<file path="src/sv/cdq_pkg.sv">
`default_nettype none

package cdq_pkg;

    localparam int DATA_W    = 32;
    localparam int OP_W      = 3;
    localparam int STAT_W    = 2;
    localparam int DEPTH_DEF = 8;

    // Operation codes; the three codes above OP_LIST are ignored.
    typedef enum logic [OP_W-1:0] {
        OP_INS_FRONT = 3'd0,
        OP_INS_REAR  = 3'd1,
        OP_REM_FRONT = 3'd2,
        OP_REM_REAR  = 3'd3,
        OP_LIST      = 3'd4
    } t_op;

    typedef enum logic [STAT_W-1:0] {
        STAT_OK        = 2'd0,
        STAT_OVERFLOW  = 2'd1,
        STAT_UNDERFLOW = 2'd2,
        STAT_EMPTY     = 2'd3
    } t_status;

    // Per-cycle command to every cell of a chain.
    typedef enum logic [2:0] {
        CC_HOLD = 3'd0,  // keep the word
        CC_PUSH = 3'd1,  // take the left neighbor (cell 0 takes the broadcast word)
        CC_POP  = 3'd2,  // take the right neighbor
        CC_PUT  = 3'd3,  // the cell at position count takes the broadcast word
        CC_ROT  = 3'd4   // pop, and the cell at position count-1 takes the broadcast word
    } t_cell_cmd;

    typedef enum logic {
        S_IDLE = 1'b0,
        S_LIST = 1'b1
    } t_state;

endpackage

`default_nettype wire

</file>
<file path="src/sv/circular_deque_core.sv">
// Double-ended queue of signed 32-bit words, DEPTH entries deep.
//
// Input channel (i_in_valid / o_in_ready): one transaction carries an
// operation code and a word. Codes: insert front, insert rear, remove front,
// remove rear, list. Codes 5..7 are taken and dropped without a result.
// Output channel (o_out_valid / i_out_ready): one transaction per result,
// with status, word, last-of-run flag and occupancy after the operation.
//
// An insert or remove result appears in the output register in the
// cycle after its transaction is taken. Inserts and removes sustain one
// transaction per cycle while the receiver keeps taking results.
// A list of n held words gives one word per cycle while the receiver keeps
// taking results, read from the front cell while the front chain rotates by
// one. The input channel is closed until the last word is loaded. An empty
// list gives a single result with the empty status.
//
// Reset leaves the deque empty and the output register empty; the word
// cells are not cleared. A stalled receiver holds the output register, and
// the input side closes until the register can be refilled.
`default_nettype none

module circular_deque_core #(
    parameter int DEPTH = cdq_pkg::DEPTH_DEF
) (
    input  wire logic                                 i_clk,
    input  wire logic                                 i_rst_n,
    input  wire logic                                 i_in_valid,
    output logic                                      o_in_ready,
    input  wire logic [cdq_pkg::OP_W-1:0]             i_operation,
    input  wire logic signed [cdq_pkg::DATA_W-1:0]    i_element,
    output logic                                      o_out_valid,
    input  wire logic                                 i_out_ready,
    output logic [cdq_pkg::STAT_W-1:0]                o_status,
    output logic signed [cdq_pkg::DATA_W-1:0]         o_word_out,
    output logic                                      o_last_of_run,
    output logic [$clog2(DEPTH+1)-1:0]                o_occupancy
);
    import cdq_pkg::*;

    localparam int CW = $clog2(DEPTH+1);

    // Two chains hold the same words: the front chain has the front word in
    // cell 0, the rear chain has the rear word in cell 0. Each end is then read
    // at cell 0 and every update is a shift, a write at cell count or a rotation.
    t_state                   r_state;
    t_state                   n_state;
    logic [CW-1:0]            r_count;
    logic [CW-1:0]            n_count;
    logic [CW-1:0]            r_left;
    logic [CW-1:0]            n_left;

    logic                     r_out_valid;
    t_status                  r_status;
    logic signed [DATA_W-1:0] r_word;
    logic                     r_last;
    logic [CW-1:0]            r_occ;

    logic                     w_slot_free;
    logic                     w_accept;
    logic                     w_full;
    logic                     w_empty;

    t_cell_cmd                w_a_cmd;
    t_cell_cmd                w_b_cmd;
    logic signed [DATA_W-1:0] w_a_bcast;
    logic signed [DATA_W-1:0] w_a_head;
    logic signed [DATA_W-1:0] w_b_head;

    logic                     w_load;
    t_status                  w_status;
    logic signed [DATA_W-1:0] w_word;
    logic                     w_last;

    assign w_slot_free = !r_out_valid || i_out_ready;
    assign o_in_ready  = (r_state == S_IDLE) && w_slot_free;
    assign w_accept    = i_in_valid && o_in_ready;
    assign w_full      = (r_count == CW'(DEPTH));
    assign w_empty     = (r_count == '0);

    // Next state: enter the listing run on a list of a non-empty deque,
    // leave it after the last word goes out.
    always_comb begin
        n_state = r_state;
        n_left  = r_left;
        case (r_state)
            S_IDLE: begin
                if (w_accept && (i_operation == OP_LIST) && !w_empty) begin
                    n_state = S_LIST;
                    n_left  = r_count;
                end
            end
            S_LIST: begin
                if (w_slot_free) begin
                    n_left = r_left - CW'(1);
                    if (r_left == CW'(1)) begin
                        n_state = S_IDLE;
                    end
                end
            end
            default: begin
                n_state = S_IDLE;
            end
        endcase
    end

    // Chain commands and the result to load.
    always_comb begin
        w_a_cmd   = CC_HOLD;
        w_b_cmd   = CC_HOLD;
        w_a_bcast = i_element;
        n_count   = r_count;
        w_load    = 1'b0;
        w_status  = STAT_OK;
        w_word    = '0;
        w_last    = 1'b1;
        if (w_accept) begin
            case (i_operation)
                OP_INS_FRONT: begin
                    w_load = 1'b1;
                    if (w_full) begin
                        w_status = STAT_OVERFLOW;
                    end else begin
                        w_a_cmd = CC_PUSH;
                        w_b_cmd = CC_PUT;
                        n_count = r_count + CW'(1);
                    end
                end
                OP_INS_REAR: begin
                    w_load = 1'b1;
                    if (w_full) begin
                        w_status = STAT_OVERFLOW;
                    end else begin
                        w_a_cmd = CC_PUT;
                        w_b_cmd = CC_PUSH;
                        n_count = r_count + CW'(1);
                    end
                end
                OP_REM_FRONT: begin
                    w_load = 1'b1;
                    if (w_empty) begin
                        w_status = STAT_UNDERFLOW;
                    end else begin
                        w_word  = w_a_head;
                        w_a_cmd = CC_POP;
                        n_count = r_count - CW'(1);
                    end
                end
                OP_REM_REAR: begin
                    w_load = 1'b1;
                    if (w_empty) begin
                        w_status = STAT_UNDERFLOW;
                    end else begin
                        w_word  = w_b_head;
                        w_b_cmd = CC_POP;
                        n_count = r_count - CW'(1);
                    end
                end
                OP_LIST: begin
                    // A non-empty list is emitted from the listing state.
                    if (w_empty) begin
                        w_load   = 1'b1;
                        w_status = STAT_EMPTY;
                    end
                end
                default: begin
                    w_load = 1'b0;
                end
            endcase
        end else if ((r_state == S_LIST) && w_slot_free) begin
            // Emit the front word and rotate it to the rear of the front chain.
            w_a_cmd   = CC_ROT;
            w_a_bcast = w_a_head;
            w_load    = 1'b1;
            w_word    = w_a_head;
            w_last    = (r_left == CW'(1));
        end
    end

    cdq_chain #(
        .DEPTH (DEPTH)
    ) u_front (
        .i_clk   (i_clk),
        .i_cmd   (w_a_cmd),
        .i_count (r_count),
        .i_bcast (w_a_bcast),
        .o_head  (w_a_head)
    );

    cdq_chain #(
        .DEPTH (DEPTH)
    ) u_rear (
        .i_clk   (i_clk),
        .i_cmd   (w_b_cmd),
        .i_count (r_count),
        .i_bcast (i_element),
        .o_head  (w_b_head)
    );

    always_ff @(posedge i_clk) begin
        if (!i_rst_n) begin
            r_state     <= S_IDLE;
            r_count     <= '0;
            r_left      <= '0;
            r_out_valid <= 1'b0;
        end else begin
            r_state <= n_state;
            r_count <= n_count;
            r_left  <= n_left;
            if (w_load) begin
                r_out_valid <= 1'b1;
            end else if (i_out_ready) begin
                r_out_valid <= 1'b0;
            end
        end
    end

    // Result payload; hold it while the receiver stalls.
    always_ff @(posedge i_clk) begin
        if (w_load) begin
            r_status <= w_status;
            r_word   <= w_word;
            r_last   <= w_last;
            r_occ    <= n_count;
        end
    end

    assign o_out_valid   = r_out_valid;
    assign o_status      = r_status;
    assign o_word_out    = r_word;
    assign o_last_of_run = r_last;
    assign o_occupancy   = r_occ;

    // Occupancy never passes the depth.
    a_count_bound: assert property (@(posedge i_clk) disable iff (!i_rst_n)
        r_count <= CW'(DEPTH))
        else $error("occupancy beyond depth");

    // During a listing run the remaining count stays within the occupancy.
    a_left_bound: assert property (@(posedge i_clk) disable iff (!i_rst_n)
        (r_state == S_LIST) |-> ((r_left != '0) && (r_left <= r_count)))
        else $error("listing count out of range");

    // A front insert that fits lands in the front cell.
    a_front_insert: assert property (@(posedge i_clk) disable iff (!i_rst_n)
        (w_accept && (i_operation == OP_INS_FRONT) && !w_full)
        |=> (w_a_head == $past(i_element)))
        else $error("front insert not at front cell");

    // A rear insert that fits lands in the rear chain's head cell.
    a_rear_insert: assert property (@(posedge i_clk) disable iff (!i_rst_n)
        (w_accept && (i_operation == OP_INS_REAR) && !w_full)
        |=> (w_b_head == $past(i_element)))
        else $error("rear insert not at rear cell");

endmodule

`default_nettype wire

</file>
<file path="src/sv/cdq_cell.sv">
`default_nettype none

module cdq_cell #(
    parameter int DEPTH = cdq_pkg::DEPTH_DEF,
    parameter int IDX   = 0
) (
    input  wire logic                                 i_clk,
    input  wire cdq_pkg::t_cell_cmd                   i_cmd,
    input  wire logic [$clog2(DEPTH+1)-1:0]           i_count,
    input  wire logic signed [cdq_pkg::DATA_W-1:0]    i_bcast,
    input  wire logic signed [cdq_pkg::DATA_W-1:0]    i_left,
    input  wire logic signed [cdq_pkg::DATA_W-1:0]    i_right,
    output logic signed [cdq_pkg::DATA_W-1:0]         o_word
);
    import cdq_pkg::*;

    localparam int CW = $clog2(DEPTH+1);

    logic signed [DATA_W-1:0] r_word;
    logic signed [DATA_W-1:0] n_word;
    logic                     w_at_count;
    logic                     w_at_last;

    assign w_at_count = (i_count == CW'(IDX));
    assign w_at_last  = (i_count == CW'(IDX + 1));

    always_comb begin
        case (i_cmd)
            CC_HOLD: n_word = r_word;
            CC_PUSH: n_word = i_left;
            CC_POP:  n_word = i_right;
            CC_PUT:  n_word = w_at_count ? i_bcast : r_word;
            CC_ROT:  n_word = w_at_last ? i_bcast : i_right;
            default: n_word = r_word;
        endcase
    end

    always_ff @(posedge i_clk) begin
        r_word <= n_word;
    end

    assign o_word = r_word;

endmodule

`default_nettype wire

</file>
<file path="src/sv/cdq_chain.sv">
`default_nettype none

module cdq_chain #(
    parameter int DEPTH = cdq_pkg::DEPTH_DEF
) (
    input  wire logic                                 i_clk,
    input  wire cdq_pkg::t_cell_cmd                   i_cmd,
    input  wire logic [$clog2(DEPTH+1)-1:0]           i_count,
    input  wire logic signed [cdq_pkg::DATA_W-1:0]    i_bcast,
    output logic signed [cdq_pkg::DATA_W-1:0]         o_head
);
    import cdq_pkg::*;

    logic signed [DATA_W-1:0] w_word [DEPTH];

    for (genvar k = 0; k < DEPTH; k++) begin : g_cell
        logic signed [DATA_W-1:0] w_left;
        logic signed [DATA_W-1:0] w_right;

        if (k == 0) begin : g_first
            assign w_left = i_bcast;
        end else begin : g_inner_l
            assign w_left = w_word[k-1];
        end

        // Past the end nothing valid arrives; hold the own word.
        if (k == DEPTH - 1) begin : g_last
            assign w_right = w_word[k];
        end else begin : g_inner_r
            assign w_right = w_word[k+1];
        end

        cdq_cell #(
            .DEPTH (DEPTH),
            .IDX   (k)
        ) u_cell (
            .i_clk   (i_clk),
            .i_cmd   (i_cmd),
            .i_count (i_count),
            .i_bcast (i_bcast),
            .i_left  (w_left),
            .i_right (w_right),
            .o_word  (w_word[k])
        );
    end

    assign o_head = w_word[0];

endmodule

`default_nettype wire

</file>
<file path="config.mk">
export PLATFORM = sky130hd
export DESIGN_NAME = circular_deque_core
export DESIGN_NICKNAME = d
export VERILOG_FILES = /design/src/sv/cdq_pkg.sv /design/src/sv/circular_deque_core.sv /design/src/sv/cdq_cell.sv /design/src/sv/cdq_chain.sv
export SDC_FILE = /design/constraint.sdc
export NUM_CORES = 1
export LEC_CHECK = 0
export BUFFER_PORTS_ARGS = -buffer_cell sky130_fd_sc_hd__buf_2
export CORE_ASPECT_RATIO = 1.25
export CORE_MARGIN = 2
export CORE_UTILIZATION = 50
export DETAILED_ROUTE_END_ITERATION = 10
export PLACE_DENSITY = 0.64
export SKIP_CTS_REPAIR_TIMING = 1
export SYNTH_ARGS = -nofsm -noshare
export SYNTH_HDL_FRONTEND = slang
export SYNTH_SLANG_ARGS = --single-unit
</file>
<file path="constraint.sdc">
create_clock -name i_clk -period 25.2 [get_ports i_clk]
set_input_delay 5.04 -clock i_clk [delete_from_list [all_inputs] [get_ports i_clk]]
set_output_delay 5.04 -clock i_clk [all_outputs]
set_load 0.01 [all_outputs]
</file>
==> results of run 1 <==
## through the flow
| stage | hold slack [ns] | utilization | power [mW] | instances | setup WS, ns |
|---|---|---|---|---|---|
| floorplan | 0.453 | - | 1.29 | 2630 | 2.51 |
| finish | 0.481 | 0.547 | 2.18 | 3310 | 14.53 |
| global placement | 0.472 | 0.517 | 1.35 | 3206 | 14.52 |
| global route | 0.523 | 0.547 | 2.23 | 3310 | 14.48 |
| detailed placement | 0.477 | 0.517 | 1.36 | 3206 | 14.53 |
| CTS | 0.491 | 0.547 | 2.18 | 3309 | 14.52 |
## state kept, by name (all words and copies together), names as in the netlist
register and cells:
o_word_out 32, o_occupancy 4, o_out_valid 1, u_front.g_cell.u_cell.o_word 256, u_rear.g_cell.u_cell.o_word 256, r_state 1, o_last_of_run 1, r_left 4
r_count 4, o_status 2
## power breakdown
group          internal [mW]  leakage, nW  total, mW  switching [mW]
combinational         0.0814         5.45      0.215           0.134
clock                  0.451        0.878      0.830           0.379
sequential              1.09         5.16       1.13          0.0379
## area by class of cell
type / count / area, sq um
antenna: 1 / 2.50
fill: 4915 / 27000
timing repair buffer: 125 / 766
sequential: 561 / 16700
clock inverter: 32 / 249
inverter: 11 / 41.3
tap: 765 / 957
multi-input combinational: 1744 / 12400
clock buffer: 71 / 1530
## layer usage
layer  vias to the layer above  track usage
met5                         -            0
met2                      1385        0.469
li1                      10300            -
met1                     12000        0.390
met3                       218       0.0421
met4                         0        0.125
## layout by cell type, fill, tap and decap left out, types with 3 or more instances in the layout
master,synthesis,layout
buf_4,0,44
and3_1,4,4
clkbuf_16,0,58
edfxtp_1,551,551
nand2b_1,3,3
a211o_1,151,151
a22oi_1,184,184
clkinv_1,0,14
buf_2,31,79
nand2_1,150,148
or3_1,3,3
mux2_2,65,65
nor2_1,332,327
a21o_2,0,6
a2bb2oi_1,138,138
o21ai_0,149,144
a21oi_1,24,22
clkbuf_1,236,10
nor3_1,6,6
and2_1,38,37
mux2i_1,34,34
o21ai_4,0,3
nor3b_2,0,3
dfxtp_1,10,10
ha_1,9,7
o22ai_1,7,6
a221o_1,265,265
inv_1,11,11
a211oi_1,40,40
clkinv_2,0,13
nand3_1,39,38
a22o_1,63,63
nand3b_1,4,4
nor2_4,0,4
and3b_2,0,4
clkbuf_8,0,3
## cell families after synthesis
logic type,count (synthesis)
compound gates,1039
xor+xnor,3
fa+ha+maj,9
buf+inv,325
flops,561
mux,99
simple gates,594
## critical path, stage by stage
cell and delay, ns:
buf_2 0.11, nor2b_1 0.21, nor2_1 0.10, buf_2 0.18
## how the worst max path moves through the flow
| stage | from | to | slack (ns) |
|---|---|---|---|
| 6_report | i_out_ready | o_in_ready | 14.53 |
| 5_1_grt | i_out_ready | o_in_ready | 14.48 |
| 4_1_cts | i_out_ready | o_in_ready | 14.52 |
| 3_5_place_dp | i_out_ready | o_in_ready | 14.53 |
| 3_3_place_gp | i_out_ready | o_in_ready | 14.52 |
| 2_1_floorplan | i_operation[2] | u_front.g_cell[0].u_cell.o_word[0] | 2.51 |
## Yosys cell counts (2+ instances only)
cell	n
o21ai_0	149
a22o_1	63
ha_1	9
a2bb2oi_1	138
nor2b_1	2
o22ai_1	7
edfxtp_1	551
dfxtp_1	10
inv_1	11
a22oi_1	184
xnor2_1	2
and2_1	38
and3_1	4
nor2_1	332
nand3b_1	4
and3b_1	4
buf_1	47
nand2_1	150
nor3_1	6
mux2i_1	34
a221o_1	265
nand2b_1	3
a211oi_1	40
nand3_1	39
a211o_1	151
or3b_2	2
buf_2	31
a21oi_1	24
clkbuf_1	236
nor3b_1	4
a21o_1	7
or3_1	3
mux2_2	65
==> metrics.md, run 1 <==
| Metric | Value |
|---|---|
| Status | `finished clean` |
| ANT nets after route | `0` |
| Peak supply drop | `between 0.00007 and 0.00008 V` |
| Share of cells above drive strength 1 | `0.121` |
| Core Region | `59,700 sq um` |
| Pwr dens | `between 60 and 70 nW/um^2` |
| Worst reg2reg endpoint | `u_rear.g_cell[0].u_cell.o_word[13]` |
| R2R cell count | `10` |
| Met3 WL | `7910 um` |
| #FFs+latches synth | `561` |
| Syn Inst Count | `2,630` |
| DR WL met2 | `44,300 um` |
| Setup TNS | `0 ns` |
| Element type at the critical path end | `primary output` |
| DP HPWL | `51,200 um` |
| Largest cells by area after synthesis | `edfxtp_1, a221o_1, a22oi_1` |
| Flop2flop setup slack | `between 15 and 20 ns` |
| 1st-pass router iterations | `8` |
| IO Port Bufs | `79` |
| DR WL/cell | `roughly 28 um` |
| Adder-Cell Fraction of Synth Area | `0.00373` |
| Post-Synth Simple-Gate Area | `0.0823` |
| Clock-pin slew on the worst setup and hold paths | `around 0.060 ns` |
| Hold Path Stages | `2` |
| Hold Violations, Final | `0` |
| Average cell area after synthesis | `around 11 sq um` |
| Fmax achieved | `0.0937 GHz` |
| Detailed Route WL | `93,400 um` |
| Hold wc startpoint | `r_left[3]` |
| Post-synth EDFFs | `551` |
| Vias post-DR | `~24,000` |
| Mux cell area share after synthesis | `0.0355` |
| Clk Latency, worst-skew pair | `0.64 ns` |
| Initial core utilization | `0.506` |
| First-pass GRT wire length | `about 140,000 um` |
| Crit path launch type | `primary input` |
| Yosys Warn Count | `0` |
| Post-Synth XOR/XNOR Area | `0.000870` |
| CP max FO | `4` |
| Full die area | `62,400 sq um` |
| Total clock sinks | `561` |
| Die W | `224 um` |
| GRT overflow | `0` |
| Cell row count | `100` |
| Met1 Routed Length | `roughly 38,000 um` |
| H-tree Lvls | `2` |
| Final Cycle Share | `0.423` |
| Least-Margin Pin Slew | `roughly 1.3 ns` |
| Number of global-route vias before repair | `22,800` |
| Register area share after synthesis | `0.555` |
| Ys async rst share | `0` |
| Static Leak | `roughly 11 nW` |
| Most area-hungry cell type in the Yosys netlist | `edfxtp_1` |
| Crit path DAT | `5.63 ns` |
| Yosys cell types | `48` |
| Final setup fails | `0` |
| Max_slew headroom | `0.107` |
| Final nets | `2,548` |
| Placed inst area | `~31,000 sq um` |
| Antenna violations before repair | `1` |
| DR iter-0 viols | `3,172` |
| CTS tree | `yes` |
| Syn nets | `2,678` |
| Largest net degree at the start of global routing | `184` |
| WP data required | `20.16 ns` |
| Num CTS Buffers | `57` |
| R2R Path Start | `r_count[0]` |
| Via-per-instance ratio | `between 7 and 8` |
| CTS root buffer | `clkbuf_16` |
| GRT Overall Usage | `0.290` |
| Layout area overhead | `8.19%` |
| Synth top area share | `0.548` |
| Min cycle time layout | `10.67 ns` |
| Die Ht | `279 um` |
| Synth Area in Compound Gates | `0.281` |
| Unrepaired setup endpoints after global routing | `false` |
| Top_reg_cell synth | `edfxtp_1` |
| Worst Hold Class | `register to register` |
| DR top layer | `met4` |
| Worst Path Class, Setup | `primary input to primary output` |
| Maximum buffer depth of the clock tree | `3` |
| Cell Area, Synth | `roughly 30,000 sq um` |
| MaxCap Viol Count | `0` |
| Largest family of logic cells by synthesized area | `compound AO/OA/AOI/OAI gates` |
| IO Count | `80` |
| GPL Wtd Cong | `between 0.8 and 0.9` |
| Drt drc | `0` |
| Final instance area | `32,700 sq um` |
| Hold Path Sink | `r_left[3]` |
| Final Slew Violations | `0` |
| Clk_skew | `0.0293 ns` |
No activity file was read; power rests on OpenSTA's default activity.
==> run 2: changes to the inputs <==
Settings changed: ABC_AREA set to 1.
Clock period 25.2 ns to 10.97 ns, I/O delays scaled along.
==> run 2 against run 1 <==
Effect of this change: count of clock-buffer cells in the layout rose by 7; non-clock buffer count is 8 higher; sequential cell count did not move; die area up 6.9%; critical endpoint is now u_rear.g_cell[3].u_cell.o_word[2].
==> metrics.md, run 2 <==
| Metric | Value |
|---|---|
| Syn nets | `3,860 (+44%)` |
| Number of diodes | `0 (-1)` |
| Vias post-DR | `29,700 (+24%)` |
| Number of global-route vias before repair | `27,300 (+20%)` |
| Cell row count | `104 (+4.0%)` |
| Maximum buffer depth of the clock tree | `3 (unchanged)` |
| Ys async rst share | `0 (unchanged)` |
| Element type at the critical path end | `register` |
| Fmax achieved | `0.157 GHz` |
| Yosys Warn Count | `0 (unchanged)` |
| Detailed Route WL | `109,000 um (+17%)` |
| Die W | `231 um (+3.4%)` |
| IO Port Bufs | `79 (unchanged)` |
| Crit path launch type | `primary input` |
| Clock-pin slew on the worst setup and hold paths | `0.07 ns (about the same)` |
| First-pass GRT wire length | `164,000 um (+17%)` |
| Crit path DAT | `6.70 ns (+1.07 ns)` |
| Layout area overhead | `7.77%` |
| Delay-heaviest family, CP | `buffers and inverters` |
| Register area share after synthesis | `0.518 (-0.0366)` |
| Count leader, synth | `nand2_1` |
| Bufs and invs on worst path | `8 (+6)` |
| ANT nets after route | `0 (unchanged)` |
| Via-per-instance ratio | `6.49 (-10%)` |
| 1st-pass router iterations | `7 (-1)` |
| Top_reg_cell synth | `edfxtp_1` |
| Static Leak | `13.7 nW (+19%)` |
| DP HPWL | `59,300 um (+16%)` |
| Die Ht | `288 um (+3.4%)` |
| Post-synth top cells | `nand2_1, nand3_1, edfxtp_1` |
| Final setup fails | `0 (unchanged)` |
| Final Cycle Share | `0.580` |
| H-tree Lvls | `2 (unchanged)` |
| Cell Area, Synth | `32,300 sq um (+7.1%)` |
| Average cell area after synthesis | `8.48 sq um (-26%)` |
| Hold Violations, Final | `0 (unchanged)` |
| DR WL/cell | `23.8 um (-16%)` |
| Clk_skew | `0.0231 ns (-0.00616 ns)` |
| Max_slew headroom | `0.221 (+0.115)` |
| Core Region | `64,200 sq um (+7.5%)` |
| GRT Overall Usage | `0.316 (+0.0269)` |
| Most area-hungry cell type in the Yosys netlist | `edfxtp_1` |
| Final Slew Violations | `0 (unchanged)` |
| MaxCap Viol Count | `0 (unchanged)` |
| Total clock sinks | `561 (unchanged)` |
| Slowest CP cell | `buf_4` |
| Yosys cell types | `30 (-38%)` |
| Min cycle time layout | `6.36 ns` |
| Setup TNS | `0 ns (unchanged)` |
| Num CTS Buffers | `56 (-1.8%)` |
| Worst Path Class, Setup | `primary input to register` |
| Final Power | `5.32 mW (+140%)` |
| WP data required | `11.31 ns (-8.85 ns)` |
| Drt drc | `0 (unchanged)` |
| GPL Wtd Cong | `0.880 (+9.5%)` |
| Clk Latency, worst-skew pair | `0.64 ns (about the same)` |
| Most frequent cells in the layout | `nand2_1, nand3_1, edfxtp_1` |
| Post-synth EDFFs | `551 (unchanged)` |
| IO Count | `80 (unchanged)` |
| Full die area | `66,700 sq um (+6.9%)` |
| Initial core utilization | `0.504 (-0.00204)` |
| CTS tree | `yes` |
| Largest net degree at the start of global routing | `192 (+4.3%)` |
| Pwr dens | `153 nW/um^2 (+130%)` |
| CP max FO | `81 (+77)` |
| Antenna violations before repair | `2 (+1)` |
| Most common cell after layout, fill and taps aside | `nand2_1` |
| Worst Hold Class | `register to register` |
| Status | `finished clean` |
| CTS root buffer | `clkbuf_16` |
| #FFs+latches synth | `561 (unchanged)` |
| Syn Inst Count | `3,812 (+45%)` |
| Crit-path max cell delay | `0.79 ns (+0.58 ns)` |
| Unrepaired setup endpoints after global routing | `false` |
| Largest cells by area after synthesis | `edfxtp_1, nand2_1, nand3_1` |
| Cell Chain, Critical Path | `buf_2 > inv_1 > nand2_2 > buf_4 > nand3_4 > inv_6 > nand2_1 > inv_1 > ha_2 > buf_4 > inv_2 > nand2_4 > buf_4 > o221ai_1` |
| DR iter-0 viols | `4,448 (+40%)` |
| Share of cells above drive strength 1 | `0.0703 (-0.0504)` |
| Synth top area share | `0.512 (-0.0361)` |
| Least-Margin Pin Slew | `1.17 ns (-0.172 ns)` |
| GRT overflow | `0 (unchanged)` |
| Cell mode on critical path | `buf_4` |
| Peak supply drop | `0.000118 V (+53%)` |
| Final nets | `3,733 (+47%)` |
run 2: tightest hold or removal path: stages, from the launching register on:
cell     delay, ns
dfxtp_1       0.31
inv_1         0.08
a21oi_1       0.07
run 2: cell type report:
cell class | instances | area, sq um
Clock buffer | 78 | 1560
Clock inverter | 22 | 190
Fill cell | 5909 | 29300
Inverter | 329 | 1260
Multi-Input combinational cell | 2604 | 13200
Sequential cell | 561 | 16700
Tap cell | 848 | 1060
Timing Repair Buffer | 133 | 838
run 2: cell families (layout without fill, tap and decap cells):
group,count (synthesis),count (layout),share of synthesized area
flops,561,561,0.518
buf+inv,647,562,0.0812
fa+ha+maj,9,9,0.00348
xor+xnor,1,1,0.000271
compound gates,320,320,0.0706
simple gates,2274,2274,0.326
run 2: report_power, final:
part | internal [mW] | switching, mW
sequential | 2.57 | 0.0826
combinational | 0.203 | 0.557
clock | 1.04 | 0.871
run 2: through the flow:
stage | hold WS (ns) | instances | setup slack (ns) | utilization | instance area (sq um)
after floorplan | 0.466 | 3812 | 1.68 | - | 32300
after global placement | 0.496 | 4475 | 4.10 | 0.516 | 33100
after detailed placement | 0.504 | 4475 | 4.02 | 0.516 | 33100
after CTS | 0.512 | 4575 | 4.68 | 0.543 | 34800
after global routing | 0.570 | 4575 | 4.29 | 0.543 | 34800
final | 0.506 | 4575 | 4.61 | 0.543 | 34800
run 2: path summary, 6_finish.rpt:
kind,start,to,slack (ns),cells past startpoint
max,i_out_ready,u_rear.g_cell[3].u_cell.o_word[2],4.61,14
min,r_left[2],r_left[2],0.51,2
max reg2reg,r_count[0],u_rear.g_cell[3].u_cell.o_word[2],5.62,14
min reg2reg,r_left[2],r_left[2],0.51,2
run 2: routing by layer:
metal,share of wire,vias to the layer above,routed length [um],global-route usage
li1,-,13400,-,-
met1,0.41,14000,44800,0.451
met2,0.43,1918,47200,0.472
met3,0.12,322,12600,0.0682
met4,0.040,4,4350,0.126
met5,0.00052,-,57,0
